$ cat src/sv/des_pkg.sv
// Shared constants, request codes and controller/datapath types for the
// differential evolution step unit. No dependencies.
`timescale 1ns / 1ps
package des_pkg;

  localparam int MEMBER_COUNT = 64;
  localparam int MAX_DIMS = 16;
  localparam int MEMBER_W = $clog2(MEMBER_COUNT);
  localparam int DIM_W    = $clog2(MAX_DIMS);
  localparam int ADDR_W   = MEMBER_W + DIM_W;
  localparam int CNT_W    = DIM_W + 1;

  localparam logic [2:0] REQ_BOUNDS = 3'd0;
  localparam logic [2:0] REQ_LOAD   = 3'd1;
  localparam logic [2:0] REQ_TRIAL  = 3'd2;
  localparam logic [2:0] REQ_SCORE  = 3'd3;
  localparam logic [2:0] REQ_SELECT = 3'd4;
  localparam logic [2:0] REQ_READ   = 3'd5;

  localparam logic [1:0] RES_ZERO  = 2'd0;
  localparam logic [1:0] RES_TRIAL = 2'd1;
  localparam logic [1:0] RES_READ  = 2'd2;
  localparam logic [1:0] RES_REPL  = 2'd3;

  localparam logic [1:0] REG_MUTATION  = 2'd0;
  localparam logic [1:0] REG_CROSSOVER = 2'd1;
  localparam logic [1:0] REG_DIMS      = 2'd2;

  typedef struct packed {
    logic       capture;
    logic       wr_bounds;
    logic       wr_load;
    logic       rd_bc;
    logic       rd_am;
    logic       rd_elem;
    logic       latch_diff;
    logic       latch_prod;
    logic       latch_sum;
    logic       wr_trial;
    logic       wr_tscore;
    logic       rd_scores;
    logic       wr_pscore;
    logic       cp_rd;
    logic       cp_wr;
    logic       finish;
    logic [1:0] res_kind;
  } cmd_t;

  typedef struct packed {
    logic [2:0] req;
    logic       take;
    logic       n_zero;
    logic       copy_last;
  } status_t;

endpackage

$ cat src/sv/des_ctrl.sv
// Controller state machine for the differential evolution step unit.
// Depends on des_pkg; drives the datapath through cmd_t, watches status_t.
`timescale 1ns / 1ps
module des_ctrl (
  input  logic             clk,
  input  logic             rst,
  input  logic             start,
  output logic             busy,
  input  des_pkg::status_t status,
  output des_pkg::cmd_t    cmd
);

  localparam logic [3:0] S_IDLE  = 4'd0;
  localparam logic [3:0] S_ISSUE = 4'd1;
  localparam logic [3:0] S_RD2   = 4'd2;
  localparam logic [3:0] S_MUL   = 4'd3;
  localparam logic [3:0] S_ADD   = 4'd4;
  localparam logic [3:0] S_FIN   = 4'd5;
  localparam logic [3:0] S_CMP   = 4'd6;
  localparam logic [3:0] S_CPRD  = 4'd7;
  localparam logic [3:0] S_CPWR  = 4'd8;

  logic [3:0] state;
  logic [3:0] state_next;

  always_ff @(posedge clk) begin
    if (rst) begin
      state <= S_IDLE;
    end else begin
      state <= state_next;
    end
  end

  assign busy = (state != S_IDLE);

  always_comb begin
    cmd        = '0;
    state_next = state;
    case (state)
      S_IDLE: begin
        if (start) begin
          cmd.capture = 1'b1;
          state_next  = S_ISSUE;
        end
      end
      S_ISSUE: begin
        case (status.req)
          des_pkg::REQ_BOUNDS: begin
            cmd.wr_bounds = 1'b1;
            cmd.finish    = 1'b1;
            state_next    = S_IDLE;
          end
          des_pkg::REQ_LOAD: begin
            cmd.wr_load = 1'b1;
            cmd.finish  = 1'b1;
            state_next  = S_IDLE;
          end
          des_pkg::REQ_TRIAL: begin
            cmd.rd_bc  = 1'b1;
            state_next = S_RD2;
          end
          des_pkg::REQ_SCORE: begin
            cmd.wr_tscore = 1'b1;
            cmd.finish    = 1'b1;
            state_next    = S_IDLE;
          end
          des_pkg::REQ_SELECT: begin
            cmd.rd_scores = 1'b1;
            state_next    = S_CMP;
          end
          des_pkg::REQ_READ: begin
            cmd.rd_elem = 1'b1;
            state_next  = S_RD2;
          end
          default: begin
            cmd.finish = 1'b1;
            state_next = S_IDLE;
          end
        endcase
      end
      S_RD2: begin
        if (status.req == des_pkg::REQ_READ) begin
          cmd.finish   = 1'b1;
          cmd.res_kind = des_pkg::RES_READ;
          state_next   = S_IDLE;
        end else begin
          cmd.rd_am      = 1'b1;
          cmd.latch_diff = 1'b1;
          state_next     = S_MUL;
        end
      end
      S_MUL: begin
        cmd.latch_prod = 1'b1;
        state_next     = S_ADD;
      end
      S_ADD: begin
        cmd.latch_sum = 1'b1;
        state_next    = S_FIN;
      end
      S_FIN: begin
        cmd.wr_trial = 1'b1;
        cmd.finish   = 1'b1;
        cmd.res_kind = des_pkg::RES_TRIAL;
        state_next   = S_IDLE;
      end
      S_CMP: begin
        if (status.take) begin
          cmd.wr_pscore = 1'b1;
          if (status.n_zero) begin
            cmd.finish   = 1'b1;
            cmd.res_kind = des_pkg::RES_REPL;
            state_next   = S_IDLE;
          end else begin
            state_next = S_CPRD;
          end
        end else begin
          cmd.finish = 1'b1;
          state_next = S_IDLE;
        end
      end
      S_CPRD: begin
        cmd.cp_rd  = 1'b1;
        state_next = S_CPWR;
      end
      S_CPWR: begin
        cmd.cp_wr = 1'b1;
        if (status.copy_last) begin
          cmd.finish   = 1'b1;
          cmd.res_kind = des_pkg::RES_REPL;
          state_next   = S_IDLE;
        end else begin
          state_next = S_CPRD;
        end
      end
      default: begin
        state_next = S_IDLE;
      end
    endcase
  end

  a_capture_idle: assert property (@(posedge clk) disable iff (rst)
    cmd.capture |-> (state == S_IDLE))
    else $error("capture outside idle");
  a_finish_to_idle: assert property (@(posedge clk) disable iff (rst)
    cmd.finish |=> (state == S_IDLE))
    else $error("finish did not return to idle");
  a_copy_after_take: assert property (@(posedge clk) disable iff (rst)
    (state == S_CPRD) && $past(state == S_CMP) |-> $past(status.take))
    else $error("row copy without a better trial score");
  a_busy_after_start: assert property (@(posedge clk) disable iff (rst)
    (start && !busy) |=> busy)
    else $error("accepted transaction did not raise busy");

endmodule

$ cat config.mk
export PLATFORM = sky130hd
export DESIGN_NAME = des_ctrl
export DESIGN_NICKNAME = d
export VERILOG_FILES = /design/src/sv/des_pkg.sv /design/src/sv/des_ctrl.sv
export SDC_FILE = /design/constraint.sdc
export NUM_CORES = 1
export LEC_CHECK = 0
export BUFFER_PORTS_ARGS = -buffer_cell sky130_fd_sc_hd__buf_2
export CORE_AREA = 2 2 39 41
export DETAILED_ROUTE_END_ITERATION = 8
export DIE_AREA = 0 0 41 43
export PLACE_DENSITY = 0.71
export RECOVER_POWER = 100
export SYNTH_ARGS = -nofsm -noshare
export SYNTH_HDL_FRONTEND = slang
export SYNTH_SLANG_ARGS = --single-unit
$ cat constraint.sdc
create_clock -name clk -period 2 [get_ports clk]
set_input_delay 0.4 -clock clk [delete_from_list [all_inputs] [get_ports clk]]
set_output_delay 0.4 -clock clk [all_outputs]
set_load 0.01 [all_outputs]
==> results.txt, run 1 <==
----------------------------------------------------
[Power]
  Internal power ... 201 uW
  Power density over the cells ... 415 nW/um2
  Total Power ... 306 uW
  Net switching power of the design ... 105 uW
  Logic pwr share ... 34.6%
  Part of the power in the clock network ... 34.8%
  Net switching fraction of the power ... 34.3%
  Relative contribution of sequential cells to total power ... 30.6%
  Standby leakage power ... 0.363 nW
  Peak supply drop ... 0.190 mV

[CTS]
  Max Buffers Root-to-Sink ... 2
  Sink count of the clock tree ... 4
  H-tree levels ... 1
  Number of buffers inserted during clock tree synthesis ... 3
  CTS hold repair buffers ... 0
  Clock slew at reported path FFs ... 40 ps
  Worst-Skew Late Latency ... 240 ps
  Root buffer cell ... clkbuf_4
  Clock tree from TritonCTS ... built

[STA]
  Relative slew margins ... 78.5%
  Final setup margin ... 18.7 ps
  Final worst path period share ... 99.1%
  Slew at the pin with the worst max-slew slack ... 321 ps
  Hold Violations, Final ... 0
  Maximum clock skew at final layout ... 2.35 ps
  Setup repair after global routing missed its margin ... true
  Min Tclk post-route ... 1980 ps
  Final setup viols ... 0
  Number of max-slew violations in the final report ... 0
  Post-Route Hold Slack ... 321 ps
  Highest clock rate ... 505 MHz

[Yosys]
  Number of warnings printed during yosys synthesis ... 0
  Sequential area share after synthesis ... 15.7%
  Total of flip-flops plus latches after synthesis ... 4
  Fraction of registers with async set/reset ... 0%
  Number of nets in the synthesized netlist ... 78
  Top flip-flop cell by instance count after synthesis ... dfxtp_1
  Gate count of the mapped netlist ... 69
  Synth unique cells ... 33
  Most area-hungry cell type in the Yosys netlist ... dfxtp_1
  Post-Syn Area per Cell ... 7.40 um2
  Top cells by area, synth ... dfxtp_1 (16%), nand2b_1 (7.4%), nor3_1 (5.9%)
  Share of Yosys cell area claimed by the top area cell type ... 15.7%
  Synthesized area ... 510 um2
  Number of synthesized flops with an enable pin ... 0

[Setup path]
  R2R Path End ... state[0]
  Critical path capture point type ... primary output
  Largest fanout of any net on the critical path ... 8
  Required time at the worst-slack endpoint ... 1600 ps
  Crit start category ... flop
  CP Class ... flop to primary output
  FF-to-FF setup slack ... 490 ps
  Reg2reg path depth ... 5
  Launching point of the worst reg2reg path ... state[2]
  Arrival time of data at the critical path endpoint ... 1580 ps

[Die]
  Initial cell density of the core ... 36.9%
  Vertical die dimension ... 43 um
  Core region area ... 1380 um2
  Number of top-level design ports ... 28
  Die area ... 1760 um2
  Total number of placement rows ... 14
  Horizontal die dimension ... 41 um

[Final layout]
  Net count reported at finish ... 110
  Fraction of final layout cells sized beyond drive strength 1 ... 51.5%
  Number of flip-flops under the largest register name ... 4
  Count of fill cells added during filler insertion ... 135
  Fin util ... 53.3%
  Registers with the most flip-flops ... state: 4 flops
  Total non-filler cell area in the finished layout ... 737 um2
  Final antenna diode count ... 0
  Area added between synthesis and finish ... 44.4%
  Most flops, register ... state

[Routing]
  Routed wirelength normalized by instance count ... 11.8 um
  Met3 wire length ... 60 um
  Top Layer Used ... met4
  Post-detailed-routing wire length ... 1350 um
  Detail Route Antenna Nets ... 0
  Detailed route wirelength on metal2 ... 660 um
  Number of remaining DRC errors ... 0
  Number of vias per cell ... 5.32
  Via count ... 612
  Detailed-router iteration count before antenna repair ... 4
  Post-route met1 wirelength ... 609 um
  First DRT Iteration DRCs ... 9

[Worst hold path]
  Startpoint of the tightest hold check path ... rst
  Number of cells traversed by the worst hold path ... 2
  Path class of the lowest-slack min-delay path ... primary input to flop
  Hold Path Sink ... state[3]

[Place]
  Placed cell area ... 651 um2
  Placement-stage worst setup slack ... 194 ps
  Post-DP HPWL ... 1020 um
  Final GP Congestion ... 0.762
  Input/output buffers ... 27

[GRT]
  Total congestion overflow after global routing ... 0
  Antenna violations before repair ... 0
  Via count of the first global-routing pass ... 494
  Largest net degree at the start of global routing ... 11
  Global-route wire length before repair ... 2040 um
  Overall track demand over capacity in global routing ... 16.6%

[Flow run]
  Max-Cap Viols ... 0

[Run status]
  Result of the run ... finished clean

----------------------------------------------------
[final cells by class]
cell class,instances,area [um2],share of cell area [%]
clock buffers,3,22.5,3.06
repair buffers,33,184,25.0
multi-input cells,56,404,54.8
well taps,16,20.0,2.72
inverters,3,13.8,1.87
flip-flops and latches,4,92.6,12.6
[metrics by stage]
stage	cells	TNS (ps)
after floorplan	69	0
after global placement	109	0
after detailed placement	109	0
after CTS	113	0
after global routing	115	-71.9
final	115	0
[cells in the mapped netlist, types with 2 or more instances]
| cell | n |
|---|---|
| nor3b_1 | 3 |
| and3_1 | 3 |
| nor2b_1 | 4 |
| dfxtp_1 | 4 |
| nand2_1 | 6 |
| a21oi_1 | 3 |
| nor3_1 | 6 |
| buf_2 | 3 |
| inv_1 | 2 |
| nand2b_1 | 6 |
| nor2_1 | 6 |
| o21ai_0 | 2 |
[critical path, stage by stage (launching register included)]
cell	delay (ps)
dfxtp_4	360
or4b_4	560
inv_4	80
a22o_1	130
a211o_1	90
buf_2	120
[how the worst max path moves through the flow]
stage | startpoint | endpoint | slack [ps]
finish | state[2] | cmd[2] | 20
global route | state[3] | cmd[2] | -60
CTS | state[3] | cmd[2] | 4
detailed placement | state[2] | cmd[1] | 190
global placement | state[1] | cmd[1] | 180
floorplan | state[2] | cmd[1] | 270
[power by group through the flow]
stage / clock, mW / combinational (mW) / sequential [mW]
floorplan: 0 / 0.0738 / 0.0862
global placement: 0 / 0.0986 / 0.0958
detailed placement: 0 / 0.0999 / 0.0957
CTS: 0.109 / 0.102 / 0.0954
global route: 0.112 / 0.116 / 0.0949
finish: 0.106 / 0.106 / 0.0935
[layout by cell type (no fill, tap or decap), drive strengths merged, types with 3 or more instances in the layout]
| master | instances |
|---|---|
| a21oi | 3 |
| nor3b | 3 |
| dfxtp | 4 |
| nand2b | 7 |
| nor2b | 4 |
| buf | 33 |
| nand2 | 6 |
| inv | 3 |
| nor3 | 6 |
| clkbuf | 3 |
| and3 | 3 |
| o21ai | 3 |
| nor2 | 7 |
[per-layer routing]
layer  GRT usage, %  up-vias
li1               -      306
met1           22.2      284
met2           23.4       19
met3           4.71        3
met4           8.00        0
met5              0        -
[logic make-up (layout without fill, tap and decap cells)]
| group | count (synthesis) | in the layout | synth area share, % |
|---|---|---|---|
| AND/OR/NAND/NOR | 40 | 40 | 49.3 |
| flip-flops | 4 | 4 | 15.7 |
| AO/OA/AOI/OAI | 16 | 16 | 25.5 |
| buffers and inverters | 9 | 39 | 9.56 |
[timing repair]
item                       in CTS  in global routing
resized for setup               5                  9
pin swaps                       1                  3
setup endpoints to repair       3                  5
setup buffers                   1                  2
No activity file was read; power rests on OpenSTA's default activity.
==> run 2: changes to the inputs <==
--- a/config.mk
+++ b/config.mk
@@ -6,10 +6,10 @@
 export NUM_CORES = 1
 export LEC_CHECK = 0
 export BUFFER_PORTS_ARGS = -buffer_cell sky130_fd_sc_hd__buf_2
-export CORE_AREA = 2 2 39 41
+export CORE_MARGIN = 2
+export CORE_UTILIZATION = 38
 export DETAILED_ROUTE_END_ITERATION = 8
-export DIE_AREA = 0 0 41 43
-export PLACE_DENSITY = 0.71
+export PLACE_DENSITY = 0.73
 export RECOVER_POWER = 100
 export SYNTH_ARGS = -nofsm -noshare
 export SYNTH_HDL_FRONTEND = slang
==> constraint.sdc (replaced) <==
create_clock -name clk -period 1.8 [get_ports clk]
set_input_delay 0.36 -clock clk [delete_from_list [all_inputs] [get_ports clk]]
set_output_delay 0.36 -clock clk [all_outputs]
set_load 0.01 [all_outputs]
==> run 2 against run 1 <==
Clock power rose by 7%; critical endpoint unchanged; wire length grew 13%; critical path type unchanged; utilization grew 8.0 points; clock skew increased by 9.1 ps; the run now ends with setup timing left; cell count increased by 7.8%.
==> results.txt, run 2 (synthesized netlist as in run 1, its figures left out) <==
----------------------------------------------------
[Setup path]
  Crit start category ... flop
  Sequence of cells on the critical path ... or4b_4 > inv_4 > a22o_1 > a211o_1 > buf_2
  Arrival time of data at the critical path endpoint ... 1560 ps
  Largest fanout of any net on the critical path ... 4
  CP Class ... flop to primary output
  Critical path capture point type ... primary output
  Required time at the worst-slack endpoint ... 1440 ps
  Worst path bufs/invs ... 2
  Worst stage delay on the critical path ... 550 ps
  CP top delay family ... simple AND/OR/NAND/NOR gates
  Worst path slowest cell ... or4b_4

[GRT]
  Via count of the first global-routing pass ... 514
  Total congestion overflow after global routing ... 0
  Global-route wire length before repair ... 2090 um
  Antenna violations before repair ... 0
  Largest net degree at the start of global routing ... 11
  Overall track demand over capacity in global routing ... 18.5%

[Power]
  Internal power ... 242 uW
  Peak supply drop ... 0.405 mV
  Standby leakage power ... 0.400 nW
  Net switching power of the design ... 118 uW
  Power density over the cells ... 457 nW/um2
  Net switching fraction of the power ... 32.7%
  Logic pwr share ... 40.9%
  Relative contribution of sequential cells to total power ... 27.6%
  Part of the power in the clock network ... 31.5%

[STA]
  Slew at the pin with the worst max-slew slack ... 466 ps
  Highest clock rate ... 521 MHz
  Final setup viols ... 9
  Min Tclk post-route ... 1920 ps
  Maximum clock skew at final layout ... 11.5 ps
  Final worst path period share ... 107%
  Summed negative setup slack over all endpoints ... -709 ps
  Relative slew margins ... 68.8%
  Setup repair after global routing missed its margin ... true
  Final setup margin ... -120 ps
  Number of max-slew violations in the final report ... 0
  Hold Violations, Final ... 0

[CTS]
  Clock tree from TritonCTS ... built
  Clock slew at reported path FFs ... 40 ps
  Number of buffers inserted during clock tree synthesis ... 3
  CTS hold repair buffers ... 0
  Max Buffers Root-to-Sink ... 2
  Root buffer cell ... clkbuf_4
  Worst-Skew Late Latency ... 240 ps
  Sink count of the clock tree ... 4
  H-tree levels ... 1

[Run status]
  Violations in the final reports ... setup timing
  Result of the run ... finished with violations

[Die]
  Initial cell density of the core ... 39.7%
  Vertical die dimension ... 40.7 um
  Total number of placement rows ... 13
  Die area ... 1650 um2
  Core region area ... 1280 um2
  Horizontal die dimension ... 40.7 um
  Number of top-level design ports ... 28

[Final layout]
  Fraction of final layout cells sized beyond drive strength 1 ... 51.4%
  Total non-filler cell area in the finished layout ... 787 um2
  Net count reported at finish ... 120
  Registers with the most flip-flops ... state: 4 flops
  Leading cell type in the layout, fill and taps excluded ... buf_2
  Most flops, register ... state
  Leading cell types in the layout, fill and taps excluded ... buf_2 (23), buf_4 (14), nor2_1 (6), nand2b_1 (6)
  Number of flip-flops under the largest register name ... 4
  Number of cells in the finished layout apart from fillers ... 124
  Area added between synthesis and finish ... 54.2%
  Final antenna diode count ... 0

[Place]
  Input/output buffers ... 27
  Placed cell area ... 702 um2
  Placement-stage worst setup slack ... 42.5 ps
  Final GP Congestion ... 0.783
  Cell count after placement ... 115
  Post-DP HPWL ... 1090 um

[Routing]
  Via count ... 626
  Post-detailed-routing wire length ... 1530 um
  Routed wirelength normalized by instance count ... 12.3 um
  Number of remaining DRC errors ... 0
  First DRT Iteration DRCs ... 22
  Detailed-router iteration count before antenna repair ... 4
  Number of vias per cell ... 5.05
  Detail Route Antenna Nets ... 0

[Flow run]
  Max-Cap Viols ... 0

[Worst hold path]
  Path class of the lowest-slack min-delay path ... primary input to flop

----------------------------------------------------
[run 2: metrics by stage]
| step | power (mW) | util [%] | hold WS (ps) |
|---|---|---|---|
| detailed placement | 0.228 | 54.6 | 543 |
| finish | 0.360 | 61.2 | 285 |
| global route | 0.379 | 61.2 | 304 |
| global placement | 0.226 | 54.6 | 542 |
| CTS | 0.351 | 60.6 | 287 |
| floorplan | 0.178 | - | 439 |
[run 2: worst paths after layout]
check	slack (ps)	cells after the start	from	end
worst max-delay path	-120	5	state[1]	cmd[2]
worst min-delay path	290	2	rst	state[3]
worst max register to register	190	8	state[2]	state[1]
worst min register to register	660	2	state[3]	state[3]
[run 2: power groups by stage]
stage	Sequential (mW)	Combinational, mW	Clock (mW)
2_1_floorplan	0.0958	0.0820	0
3_3_place_gp	0.101	0.125	0
3_5_place_dp	0.101	0.126	0
4_1_cts	0.0989	0.138	0.113
5_1_grt	0.100	0.159	0.119
6_report	0.0995	0.147	0.113
[run 2: final cells by class]
cell class	instances	area, um2
Multi-Input combinational cell	56	388
Tap cell	15	18.8
Inverter	3	13.8
Timing Repair Buffer	43	258
Fill cell	115	498
Clock buffer	3	22.5
Sequential cell	4	86.3
[run 2: timing repair]
action | CTS | global route
resized for setup | 9 | 5
setup endpoints to repair | 9 | 11
cloned | 0 | 0
pin swaps | 5 | 1
setup buffers | 4 | 2
[run 2: per-layer routing]
metal / global-route usage (%) / part of all wire [%] / up-vias
met5: 0 / 0 / -
met4: 0 / 0 / 0
met3: 4.89 / 4.7 / 0
met2: 30.2 / 49 / 22
met1: 25.7 / 46 / 283
li1: - / - / 321
[run 2: worst reg2reg max path, delay by kind of cell, from the launching register on]
family / cells / cell delay [ps]
and+or+nand+nor: 2 / 380
buffers and inverters: 4 / 500
DFF: 1 / 330
AOI/OAI and AO/OA: 2 / 310
